[src/hdl/biq_pkg.sv]
package biq_pkg;

    localparam int SAMPLE_BITS        = 24;
    localparam int COEF_BITS          = 24;
    localparam int DEF_STATE_BITS     = 32;
    localparam int DEF_COEF_FRAC_BITS = 20;

    // state words are split into 24-bit chunks for the shared multiplier
    localparam int CHUNK_BITS = 24;
    localparam int MUL_BITS   = CHUNK_BITS + 1;
    localparam int STEP_BITS  = 4;
    localparam int CFG_IDX_BITS = 3;

    localparam logic [CFG_IDX_BITS-1:0] REG_B0 = 3'd0;
    localparam logic [CFG_IDX_BITS-1:0] REG_B1 = 3'd1;
    localparam logic [CFG_IDX_BITS-1:0] REG_B2 = 3'd2;
    localparam logic [CFG_IDX_BITS-1:0] REG_A1 = 3'd3;
    localparam logic [CFG_IDX_BITS-1:0] REG_A2 = 3'd4;

    localparam logic [COEF_BITS-1:0] COEF_B0_RESET = 24'd1048576;

    // multiply schedule: coefficient, state word, chunk
    localparam logic [STEP_BITS-1:0] STEP_A1_W1_LO = 4'd0;
    localparam logic [STEP_BITS-1:0] STEP_A1_W1_HI = 4'd1;
    localparam logic [STEP_BITS-1:0] STEP_A2_W2_LO = 4'd2;
    localparam logic [STEP_BITS-1:0] STEP_A2_W2_HI = 4'd3;
    localparam logic [STEP_BITS-1:0] STEP_B0_W_LO  = 4'd4;
    localparam logic [STEP_BITS-1:0] STEP_B0_W_HI  = 4'd5;
    localparam logic [STEP_BITS-1:0] STEP_B1_W1_LO = 4'd6;
    localparam logic [STEP_BITS-1:0] STEP_B1_W1_HI = 4'd7;
    localparam logic [STEP_BITS-1:0] STEP_B2_W2_LO = 4'd8;
    localparam logic [STEP_BITS-1:0] STEP_B2_W2_HI = 4'd9;

    typedef struct packed {
        logic signed [SAMPLE_BITS-1:0] sample_in;
        logic                          restart;
        logic                          block_end;
    } biq_in_t;

    typedef struct packed {
        logic signed [SAMPLE_BITS-1:0] sample_out;
        logic                          block_end_out;
        logic                          clipped;
    } biq_out_t;

    typedef struct packed {
        logic signed [COEF_BITS-1:0] b0;
        logic signed [COEF_BITS-1:0] b1;
        logic signed [COEF_BITS-1:0] b2;
        logic signed [COEF_BITS-1:0] a1;
        logic signed [COEF_BITS-1:0] a2;
    } biq_coef_t;

    typedef struct packed {
        logic                 start;
        logic                 mac_en;
        logic [STEP_BITS-1:0] step;
        logic                 fin_w;
        logic                 fin_y;
    } biq_cmd_t;

    function automatic logic signed [MUL_BITS-1:0] coef_ext(logic signed [COEF_BITS-1:0] c);
        coef_ext = {c[COEF_BITS-1], c};
    endfunction

endpackage

[src/hdl/biq_cfg.sv]
module biq_cfg (
    input  logic                                clk,
    input  logic                                rst_n,
    input  logic                                cfg_we,
    input  logic [biq_pkg::CFG_IDX_BITS-1:0]    cfg_idx,
    input  logic [biq_pkg::COEF_BITS-1:0]       cfg_data,
    output biq_pkg::biq_coef_t                  coef
);
    import biq_pkg::*;

    biq_coef_t coef_reg;
    biq_coef_t coef_next;

    always_comb
    begin
        coef_next = coef_reg;
        if (cfg_we)
        begin
            unique case (cfg_idx)
                REG_B0:  coef_next.b0 = cfg_data;
                REG_B1:  coef_next.b1 = cfg_data;
                REG_B2:  coef_next.b2 = cfg_data;
                REG_A1:  coef_next.a1 = cfg_data;
                REG_A2:  coef_next.a2 = cfg_data;
                default: coef_next = coef_reg;
            endcase
        end
    end

    always_ff @(posedge clk or negedge rst_n)
    begin
        if (!rst_n)
        begin
            coef_reg.b0 <= COEF_B0_RESET;
            coef_reg.b1 <= '0;
            coef_reg.b2 <= '0;
            coef_reg.a1 <= '0;
            coef_reg.a2 <= '0;
        end
        else
        begin
            coef_reg <= coef_next;
        end
    end

    assign coef = coef_reg;

endmodule

[src/hdl/biq_ctl.sv]
module biq_ctl (
    input  logic              clk,
    input  logic              rst_n,
    input  logic              smp_valid,
    output logic              smp_stall,
    output logic              res_valid,
    input  logic              res_stall,
    output biq_pkg::biq_cmd_t cmd
);
    import biq_pkg::*;

    typedef enum logic [6:0] {
        ST_IDLE  = 7'b0000001,
        ST_MAC_W = 7'b0000010,
        ST_ACC_W = 7'b0000100,
        ST_FIN_W = 7'b0001000,
        ST_MAC_Y = 7'b0010000,
        ST_ACC_Y = 7'b0100000,
        ST_FIN_Y = 7'b1000000
    } biq_state_t;

    biq_state_t           state_reg;
    biq_state_t           state_next;
    logic [STEP_BITS-1:0] cnt_reg;
    logic [STEP_BITS-1:0] cnt_next;
    logic                 res_valid_reg;
    logic                 res_valid_next;

    always_comb
    begin
        state_next     = state_reg;
        cnt_next       = cnt_reg;
        cmd            = '0;
        res_valid_next = res_valid_reg && res_stall;
        unique case (state_reg)
            ST_IDLE:
            begin
                if (smp_valid)
                begin
                    cmd.start  = 1'b1;
                    cnt_next   = STEP_A1_W1_LO;
                    state_next = ST_MAC_W;
                end
            end
            ST_MAC_W:
            begin
                cmd.mac_en = 1'b1;
                cmd.step   = cnt_reg;
                if (cnt_reg == STEP_A2_W2_HI)
                    state_next = ST_ACC_W;
                else
                    cnt_next = cnt_reg + 1'b1;
            end
            ST_ACC_W:
            begin
                state_next = ST_FIN_W;
            end
            ST_FIN_W:
            begin
                cmd.fin_w  = 1'b1;
                cnt_next   = STEP_B0_W_LO;
                state_next = ST_MAC_Y;
            end
            ST_MAC_Y:
            begin
                cmd.mac_en = 1'b1;
                cmd.step   = cnt_reg;
                if (cnt_reg == STEP_B2_W2_HI)
                    state_next = ST_ACC_Y;
                else
                    cnt_next = cnt_reg + 1'b1;
            end
            ST_ACC_Y:
            begin
                state_next = ST_FIN_Y;
            end
            ST_FIN_Y:
            begin
                // hold until the output register is free
                if (!res_valid_reg || !res_stall)
                begin
                    cmd.fin_y      = 1'b1;
                    res_valid_next = 1'b1;
                    state_next     = ST_IDLE;
                end
            end
            default:
            begin
                state_next = ST_IDLE;
            end
        endcase
    end

    always_ff @(posedge clk or negedge rst_n)
    begin
        if (!rst_n)
        begin
            state_reg     <= ST_IDLE;
            cnt_reg       <= '0;
            res_valid_reg <= 1'b0;
        end
        else
        begin
            state_reg     <= state_next;
            cnt_reg       <= cnt_next;
            res_valid_reg <= res_valid_next;
        end
    end

    assign smp_stall = (state_reg != ST_IDLE);
    assign res_valid = res_valid_reg;

endmodule

[src/hdl/biq_dp.sv]
module biq_dp #(
    parameter int STATE_BITS     = biq_pkg::DEF_STATE_BITS,
    parameter int COEF_FRAC_BITS = biq_pkg::DEF_COEF_FRAC_BITS
) (
    input  logic               clk,
    input  logic               rst_n,
    input  biq_pkg::biq_cmd_t  cmd,
    input  biq_pkg::biq_in_t   smp,
    input  biq_pkg::biq_coef_t coef,
    output biq_pkg::biq_out_t  res
);
    import biq_pkg::*;

    localparam int PROD_BITS = 2 * MUL_BITS;
    localparam int EXT_BITS  = 2 * CHUNK_BITS + 1;
    localparam int ACC_W     = (((COEF_BITS + STATE_BITS) > (SAMPLE_BITS + COEF_FRAC_BITS)) ?
                                (COEF_BITS + STATE_BITS) : (SAMPLE_BITS + COEF_FRAC_BITS)) + 4;

    localparam logic signed [ACC_W-1:0] ROUND   = ACC_W'(1) << (COEF_FRAC_BITS - 1);
    localparam logic signed [ACC_W-1:0] ST_MAX  = {{(ACC_W-STATE_BITS+1){1'b0}},
                                                   {(STATE_BITS-1){1'b1}}};
    localparam logic signed [ACC_W-1:0] ST_MIN  = ~ST_MAX;
    localparam logic signed [ACC_W-1:0] SMP_MAX = {{(ACC_W-SAMPLE_BITS+1){1'b0}},
                                                   {(SAMPLE_BITS-1){1'b1}}};
    localparam logic signed [ACC_W-1:0] SMP_MIN = ~SMP_MAX;

    logic signed [STATE_BITS-1:0] w1_reg, w1_next;
    logic signed [STATE_BITS-1:0] w2_reg, w2_next;
    logic signed [STATE_BITS-1:0] w_reg, w_next;
    logic signed [PROD_BITS-1:0]  prod_reg, prod_next;
    logic                         prod_hi_reg, prod_hi_next;
    logic                         prod_vld_reg;
    logic signed [ACC_W-1:0]      acc_reg, acc_next;
    logic                         be_reg, be_next;
    logic                         clip_reg, clip_next;
    biq_out_t                     res_reg, res_next;

    logic signed [MUL_BITS-1:0]   mc;
    logic signed [MUL_BITS-1:0]   md;
    logic signed [STATE_BITS-1:0] v;
    logic [EXT_BITS-1:0]          v_ext;
    logic signed [ACC_W-1:0]      prod_ext;
    logic signed [ACC_W-1:0]      addend;
    logic signed [ACC_W-1:0]      bias;
    logic signed [ACC_W-1:0]      q;
    logic                         q_hi_st, q_lo_st, q_hi_smp, q_lo_smp;

    // operand select for the shared multiplier
    always_comb
    begin
        unique case (cmd.step)
            STEP_A1_W1_LO: begin mc = -coef_ext(coef.a1); v = w1_reg; prod_hi_next = 1'b0; end
            STEP_A1_W1_HI: begin mc = -coef_ext(coef.a1); v = w1_reg; prod_hi_next = 1'b1; end
            STEP_A2_W2_LO: begin mc = -coef_ext(coef.a2); v = w2_reg; prod_hi_next = 1'b0; end
            STEP_A2_W2_HI: begin mc = -coef_ext(coef.a2); v = w2_reg; prod_hi_next = 1'b1; end
            STEP_B0_W_LO:  begin mc = coef_ext(coef.b0);  v = w_reg;  prod_hi_next = 1'b0; end
            STEP_B0_W_HI:  begin mc = coef_ext(coef.b0);  v = w_reg;  prod_hi_next = 1'b1; end
            STEP_B1_W1_LO: begin mc = coef_ext(coef.b1);  v = w1_reg; prod_hi_next = 1'b0; end
            STEP_B1_W1_HI: begin mc = coef_ext(coef.b1);  v = w1_reg; prod_hi_next = 1'b1; end
            STEP_B2_W2_LO: begin mc = coef_ext(coef.b2);  v = w2_reg; prod_hi_next = 1'b0; end
            STEP_B2_W2_HI: begin mc = coef_ext(coef.b2);  v = w2_reg; prod_hi_next = 1'b1; end
            default:       begin mc = '0;                 v = '0;     prod_hi_next = 1'b0; end
        endcase
        v_ext = {{(EXT_BITS-STATE_BITS){v[STATE_BITS-1]}}, v};
        // low chunk unsigned, high chunk signed
        if (prod_hi_next)
            md = $signed(v_ext[EXT_BITS-1:CHUNK_BITS]);
        else
            md = $signed({1'b0, v_ext[CHUNK_BITS-1:0]});
        prod_next = mc * md;
    end

    always_comb
    begin
        prod_ext = {{(ACC_W-PROD_BITS){prod_reg[PROD_BITS-1]}}, prod_reg};
        addend   = prod_hi_reg ? (prod_ext <<< CHUNK_BITS) : prod_ext;
        bias     = ({{(ACC_W-SAMPLE_BITS){smp.sample_in[SAMPLE_BITS-1]}}, smp.sample_in}
                    <<< COEF_FRAC_BITS) + ROUND;

        priority if (cmd.start)
            acc_next = bias;
        else if (cmd.fin_w)
            acc_next = ROUND;
        else if (prod_vld_reg)
            acc_next = acc_reg + addend;
        else
            acc_next = acc_reg;

        q        = acc_reg >>> COEF_FRAC_BITS;
        q_hi_st  = (q > ST_MAX);
        q_lo_st  = (q < ST_MIN);
        q_hi_smp = (q > SMP_MAX);
        q_lo_smp = (q < SMP_MIN);

        w_next    = w_reg;
        w1_next   = w1_reg;
        w2_next   = w2_reg;
        be_next   = be_reg;
        clip_next = clip_reg;
        res_next  = res_reg;

        if (cmd.start)
        begin
            be_next   = smp.block_end;
            clip_next = 1'b0;
            if (smp.restart)
            begin
                w1_next = '0;
                w2_next = '0;
            end
        end

        if (cmd.fin_w)
        begin
            priority if (q_hi_st)
                w_next = ST_MAX[STATE_BITS-1:0];
            else if (q_lo_st)
                w_next = ST_MIN[STATE_BITS-1:0];
            else
                w_next = q[STATE_BITS-1:0];
            clip_next = clip_reg | q_hi_st | q_lo_st;
        end

        if (cmd.fin_y)
        begin
            priority if (q_hi_smp)
                res_next.sample_out = SMP_MAX[SAMPLE_BITS-1:0];
            else if (q_lo_smp)
                res_next.sample_out = SMP_MIN[SAMPLE_BITS-1:0];
            else
                res_next.sample_out = q[SAMPLE_BITS-1:0];
            res_next.block_end_out = be_reg;
            res_next.clipped       = clip_reg | q_hi_smp | q_lo_smp;
            w2_next = w1_reg;
            w1_next = w_reg;
        end
    end

    always_ff @(posedge clk or negedge rst_n)
    begin
        if (!rst_n)
        begin
            w1_reg       <= '0;
            w2_reg       <= '0;
            prod_vld_reg <= 1'b0;
        end
        else
        begin
            w1_reg       <= w1_next;
            w2_reg       <= w2_next;
            prod_vld_reg <= cmd.mac_en;
        end
    end

    always_ff @(posedge clk)
    begin
        w_reg       <= w_next;
        prod_reg    <= prod_next;
        prod_hi_reg <= prod_hi_next;
        acc_reg     <= acc_next;
        be_reg      <= be_next;
        clip_reg    <= clip_next;
        res_reg     <= res_next;
    end

    assign res = res_reg;

endmodule

[src/hdl/biquad_iir_filter.sv]
// A single 25x25 multiplier forms ten partial products per sample (state words split
// into 24-bit chunks), so a new sample is not accepted until the current one is finished.
// A result may wait in the output register while the next sample is computed.
// Reset (async, active low): b0 = 1.0, other coefficients 0, delay line cleared,
// no transaction pending.
module biquad_iir_filter #(
    parameter int STATE_BITS     = biq_pkg::DEF_STATE_BITS,
    parameter int COEF_FRAC_BITS = biq_pkg::DEF_COEF_FRAC_BITS
) (
    input  logic                             clk,
    input  logic                             rst_n,
    input  logic                             smp_valid,
    output logic                             smp_stall,
    input  biq_pkg::biq_in_t                 smp,
    output logic                             res_valid,
    input  logic                             res_stall,
    output biq_pkg::biq_out_t                res,
    input  logic                             cfg_we,
    input  logic [biq_pkg::CFG_IDX_BITS-1:0] cfg_idx,
    input  logic [biq_pkg::COEF_BITS-1:0]    cfg_data
);
    import biq_pkg::*;

    biq_cmd_t  cmd;
    biq_coef_t coef;

    biq_cfg u_cfg (
        .clk      (clk),
        .rst_n    (rst_n),
        .cfg_we   (cfg_we),
        .cfg_idx  (cfg_idx),
        .cfg_data (cfg_data),
        .coef     (coef)
    );

    biq_ctl u_ctl (
        .clk       (clk),
        .rst_n     (rst_n),
        .smp_valid (smp_valid),
        .smp_stall (smp_stall),
        .res_valid (res_valid),
        .res_stall (res_stall),
        .cmd       (cmd)
    );

    biq_dp #(
        .STATE_BITS     (STATE_BITS),
        .COEF_FRAC_BITS (COEF_FRAC_BITS)
    ) u_dp (
        .clk   (clk),
        .rst_n (rst_n),
        .cmd   (cmd),
        .smp   (smp),
        .coef  (coef),
        .res   (res)
    );

endmodule

[config.mk]
export PLATFORM = sky130hd
export DESIGN_NAME = biquad_iir_filter
export DESIGN_NICKNAME = d
export VERILOG_FILES = /design/src/hdl/biq_pkg.sv /design/src/hdl/biq_cfg.sv /design/src/hdl/biq_ctl.sv /design/src/hdl/biq_dp.sv /design/src/hdl/biquad_iir_filter.sv
export SDC_FILE = /design/constraint.sdc
export NUM_CORES = 2
export LEC_CHECK = 0
export BUFFER_PORTS_ARGS = -buffer_cell sky130_fd_sc_hd__buf_4
export CAP_MARGIN = 20
export CORE_MARGIN = 3
export CORE_UTILIZATION = 65
export CTS_BUF_LIST = sky130_fd_sc_hd__clkbuf_4 sky130_fd_sc_hd__clkbuf_8 sky130_fd_sc_hd__clkbuf_16
export DETAILED_ROUTE_END_ITERATION = 12
export PLACE_DENSITY = 0.82
export SLEW_MARGIN = 20
export SYNTH_ARGS = -nofsm -noshare
export SYNTH_HDL_FRONTEND = slang
export SYNTH_HIERARCHICAL = 1
export SYNTH_SLANG_ARGS = --single-unit
[constraint.sdc]
create_clock -name clk -period 10.4 [get_ports clk]
set_input_delay 1.56 -clock clk [delete_from_list [all_inputs] [get_ports clk]]
set_output_delay 1.56 -clock clk [all_outputs]
set_load 0.01 [all_outputs]
Word-level counts from Yosys, hierarchy flattened --
Cells that the tools add are included.
Storage, ports and cells: latch bits 0, output and inout port bits 28, RAM bits 0, register bits 368, memories kept 0, input bits 58, memory bits (read-only) 0
Cells by class: bitwise operators 4, multiply operators 1, order comparisons 4, shifts and indexed selects 0, muxes and demuxes 33, $add $sub $neg 5, reduce and logical (&&, ||, !) cells 28, equality and inequality tests 29, divide/modulo/power cells 0
Operator list (count):
- two-way mux 60 bit | 4
- two-way mux 32 bit | 5
- one-hot mux 25 bit (5 select lines) | 1
- one-hot mux 32 bit (3 select lines) | 1
- adder 60 bit | 1
- multiplier 25 x 25 -> 50 bit | 1
- negation 24 -> 25 bit | 2
- one-hot mux 7 bit (7 select lines) | 1
- adder 44 x 21 -> 45 bit, second input constant | 1
- > comparator 40 x 24 -> 1 bit, second input constant | 1
- > comparator 40 x 32 -> 1 bit, second input constant | 1
- < comparator 40 x 24 -> 1 bit, second input constant | 1
- < comparator 40 x 32 -> 1 bit, second input constant | 1
- two-way mux 7 bit | 4
- two-way mux 25 bit | 1
- two-way mux 24 bit | 1
- == test 4 x 3 -> 1 bit, second input constant | 4
- one-hot mux 4 bit (4 select lines) | 1
- == test 4 x 2 -> 1 bit, second input constant | 3
- == test 4 bit, second input constant | 3
- two-way mux 4 bit | 3
- AND reduction 2 bit | 6
- OR reduction 2 bit | 6
- two-way mux 1 bit | 10
- other kinds (28) | 41

Logic depth before layout (Yosys ltp) --
depth in word-level cells 8, mapped depth 41, depth with buffers taken out 36

Hierarchy --
Netlist, hierarchy kept.
By module, submodules not included:
- biq_dp | area each 37205.7 µm², sequential area each 6251.0 µm², times used 1, cells each 4074
- biq_cfg | area each 4556.9 µm², sequential area each 3004.1 µm², times used 1, cells each 258
- biq_ctl | area each 822.0 µm², sequential area each 301.5 µm², times used 1, cells each 90

Worst setup path before layout --
OpenSTA, ideal clock, no wires.
path kind reg2reg, from register u_ctl.state_reg[3], to register u_dp.prod_reg[44], stages on the path, launching flop included 39, arrival time 9.346 ns, setup slack 0.982 ns, period minus slack after synthesis 9.418 ns, library setup time 0.072 ns, buffers on the path 5, path through dfrtp_1 nor3_4 nand3_1 inv_1 and2_1 clkbuf_1 nor2b_1 clkbuf_1 nor2_1 a21oi_1 o21ai_0 nor2_1 clkbuf_1 a21o_1 clkbuf_1 nor2_1 fa_1 inv_1 (+3 left out) fa_1 fa_1 fa_1 inv_1 fa_1 inv_1 ha_1 clkbuf_1 a21o_1 a21o_1 a21oi_1 o21ai_0 a221o_1 a31oi_1 o21ai_1 a31o_2 a21oi_1 xnor2_1
RTL lines:
- start, declared | line biq_ctl.sv:22 | biq_state_t state_reg;
- start signal, assigned | line biq_ctl.sv:104 | state_reg <= state_next;
- end signal, assigned | line biq_dp.sv:158 | prod_reg <= prod_next;
- end, declared | line biq_dp.sv:30 | logic signed [PROD_BITS-1:0] prod_reg, prod_next;

==> metrics.yaml <==
status:
  status: "finished clean"
layout:
  seqCellArea_um2: 9558
  largest_register_ffs: 120
  drive_above_1_share_pct: 11.24
  multiInputGateArea_um2: 29450
  layout_common_cells: "inv_1 (759), fa_1 (658), nand2_1 (439)"
  area_growth_pct: 7.501
  final_core_util_pct: 70.89
  n_fill_cell: 4751
  final_common_cell: "inv_1"
  finalNetCount: 5366
timing:
  fin_crit_ps: 9964
  period_share_pct: 95.81
  finalHoldViolCount: 0
  max_freq_mhz: 100.4
  slew_headroom_pct: 29.89
  worst_pin_slew_ps: 1052
  slew_viol_final: 0
  setup_violations: 0
  holdWs_ps: 440.7
  skew_ps: 28.71
routing:
  drtAntennaViolNets: 0
  drcViolationCount: 0
  routed_via_density: 6.144
  vias: 32760
  wl_per_cell_um: 22.96
  drtIter0Drc: 3317
  finalWirelength_um: 122500
  firstDrtPassIters: 6
logic_synthesis:
  synthesis.area_um2: 42580
  netlist_instances: 4422
  synth_cell_types: 102
  synthArstFlopShare_pct: 53.53
  yosys_warnings: 6
  syn-num-nets: 5343
  avgSynthCellArea_um2: 9.630
  synth-edff-count: 120
  seq_area_frac_synth_pct: 22.44
  ys_ff_latch: 368
  synthFlopType: "dfrtp_1"
critical_path:
  end_kind: "flop"
  path_class: "flop to flop"
  path_common_cell: "fa_1"
  cpPeakStageDelay_ps: 580
  crit_fanout: 26
  crit_required_ps: 10890
  start_kind: "flop"
  rrSetupSlack_ps: 440
  timing.critical_path.to: "u_dp/prod_reg[44]"
  r2r_start: "u_ctl/state_reg[3]"
  cpMaxStageDelayCell: "fa_1"
  cp.arrival_ps: 10450
  reg2reg_to: "u_dp/prod_reg[44]"
  rr_worst_depth: 32
  startpoint: "u_ctl/state_reg[3]"
die:
  rows: 93
  die_h_um: 262.0
  die_area_um2: 68620
  start_util_pct: 65.94
  core_um2: 64580
  die_w_um: 262.0
  io_pins: 86
clocking:
  path_clk_slew_ps: 60
  cts_buffers: 41
  cts_root_buf: "clkbuf_16"
  htree_levels: 2
  insertion_delay_ps: 580
  cts_buffer_depth: 3
  cts_sinks: 368
  cts_tree: "done"
global_routing:
  first_global_vias: 34040
  antenna_found_initial: 1
  grt_overflow: 0
  grt_max_degree: 116
  grt.total_usage_pct: 37.00
  grt_pass1_wl_um: 193600
job:
  cap_violations: 0
worst_hold_path:
  hold_path.class: "flop to flop"
power:
  vdd_ir_drop_max_uv: 205.7
  power.static_leakage_nw: 22.69
  power.density_nw_per_um2: 277.0
placement:
  numPortBuffers: 85
  gp_congestion: 0.9851
  hpwl_um: 96010
==> timing repair <==
action | 4_1_cts | 5_1_grt
setup endpoints to repair | 0 | 6
resized for setup | 0 | 11
hold buffers | 0 | 0
buffers inserted | 0 | 2
==> power by group <==
part           leakage [nW]  internal [mW]  switching (mW)
Clock                 0.681          0.840           0.624
Sequential             4.04           2.07           0.346
Combinational          18.0           3.36            5.44
==> how the worst min path moves through the flow <==
stage                     start          end  slack (ps)  cells after the start
global placement    u_dp/be_reg  u_dp/res[1]         400                      0
global route        u_dp/be_reg  u_dp/res[1]         450                      0
floorplan           u_dp/be_reg  u_dp/res[1]         400                      0
detailed placement  u_dp/be_reg  u_dp/res[1]         410                      0
CTS                 u_dp/be_reg  u_dp/res[1]         450                      0
finish              u_dp/be_reg  u_dp/res[1]         440                      0
==> worst max-delay path: cells and delay by family, from the launching register on <==
family / cells / cell delay (ps)
buffers and inverters: 7 / 1300
adder cells (fa/ha/maj): 8 / 4130
AO/OA/AOI/OAI: 10 / 2450
XOR/XNOR: 1 / 140
AND/OR/NAND/NOR: 6 / 1410
flip-flops: 1 / 460
==> layer usage <==
layer  up-vias  wire length (um)  GRT usage, %
met2      1786             54500         56.07
met1     16370             47270         49.69
li1      14250                 -             -
met3       357             14410         11.63
met5         -                 0             0
met4         0              6260         15.71
==> final cells by class <==
class	instances	share of cell area (%)
diodes	1	0.005466
flip-flops and latches	368	20.88
repair buffers	192	3.225
inverters	762	6.270
clock buffers	58	2.616
multi-input cells	3080	64.34
clock inverters	17	0.3280
well taps	855	2.337
==> metrics by stage <==
step	cell area, um2	setup TNS (ps)	worst slack, ps	power, mW	std cells
5_1_grt	45780	-5.494	-4.475	13.67	5332
2_1_floorplan	42580	0	981.8	8.322	4422
3_5_place_dp	44360	0	372.1	10.88	5255
3_3_place_gp	44360	0	548.0	10.79	5255
4_1_cts	45710	0	321.7	12.52	5330
6_report	45780	0	435.7	12.68	5333
==> kinds of logic after synthesis <==
group           after synthesis  share of synthesized area, %
simple gates               1203                         12.80
buf+inv                     974                         8.861
fa+ha+maj                   863                         36.97
compound gates              696                         11.38
flops                       368                         22.44
mux                         179                         4.692
xor+xnor                    139                         2.859
==> synthesized netlist by cell type, types with 12 or more instances <==
library cell,count,area (um2)
a211o_1,13,113.9
a211oi_1,18,135.1
a21o_1,126,945.9
a21oi_1,159,795.8
a221o_1,14,140.1
a221oi_1,19,166.4
a22o_1,73,639.4
a31oi_1,22,137.6
and2_1,27,168.9
and3_1,28,175.2
buf_1,13,48.80
buf_2,12,60.06
buf_6,13,146.4
clkbuf_1,172,645.6
dfrtp_1,195,4880
dfxtp_1,51,1021
edfxtp_1,120,3603
fa_1,659,13190
ha_1,204,2552
inv_1,761,2856
mux2_2,140,1577
mux2i_1,32,320.3
nand2_1,439,1648
nand2b_1,56,350.3
nand3_1,48,240.2
nand4_1,21,131.4
nor2_1,411,1543
nor2b_1,53,331.6
nor3_1,33,165.2
nor4_1,13,81.33
o21a_1,21,157.7
o21ai_0,108,540.5
o21bai_1,19,142.6
or2_2,13,81.33
or3_1,18,112.6
xnor2_1,88,770.7
xor2_1,51,446.7
(Power assumes the default switching activity.)
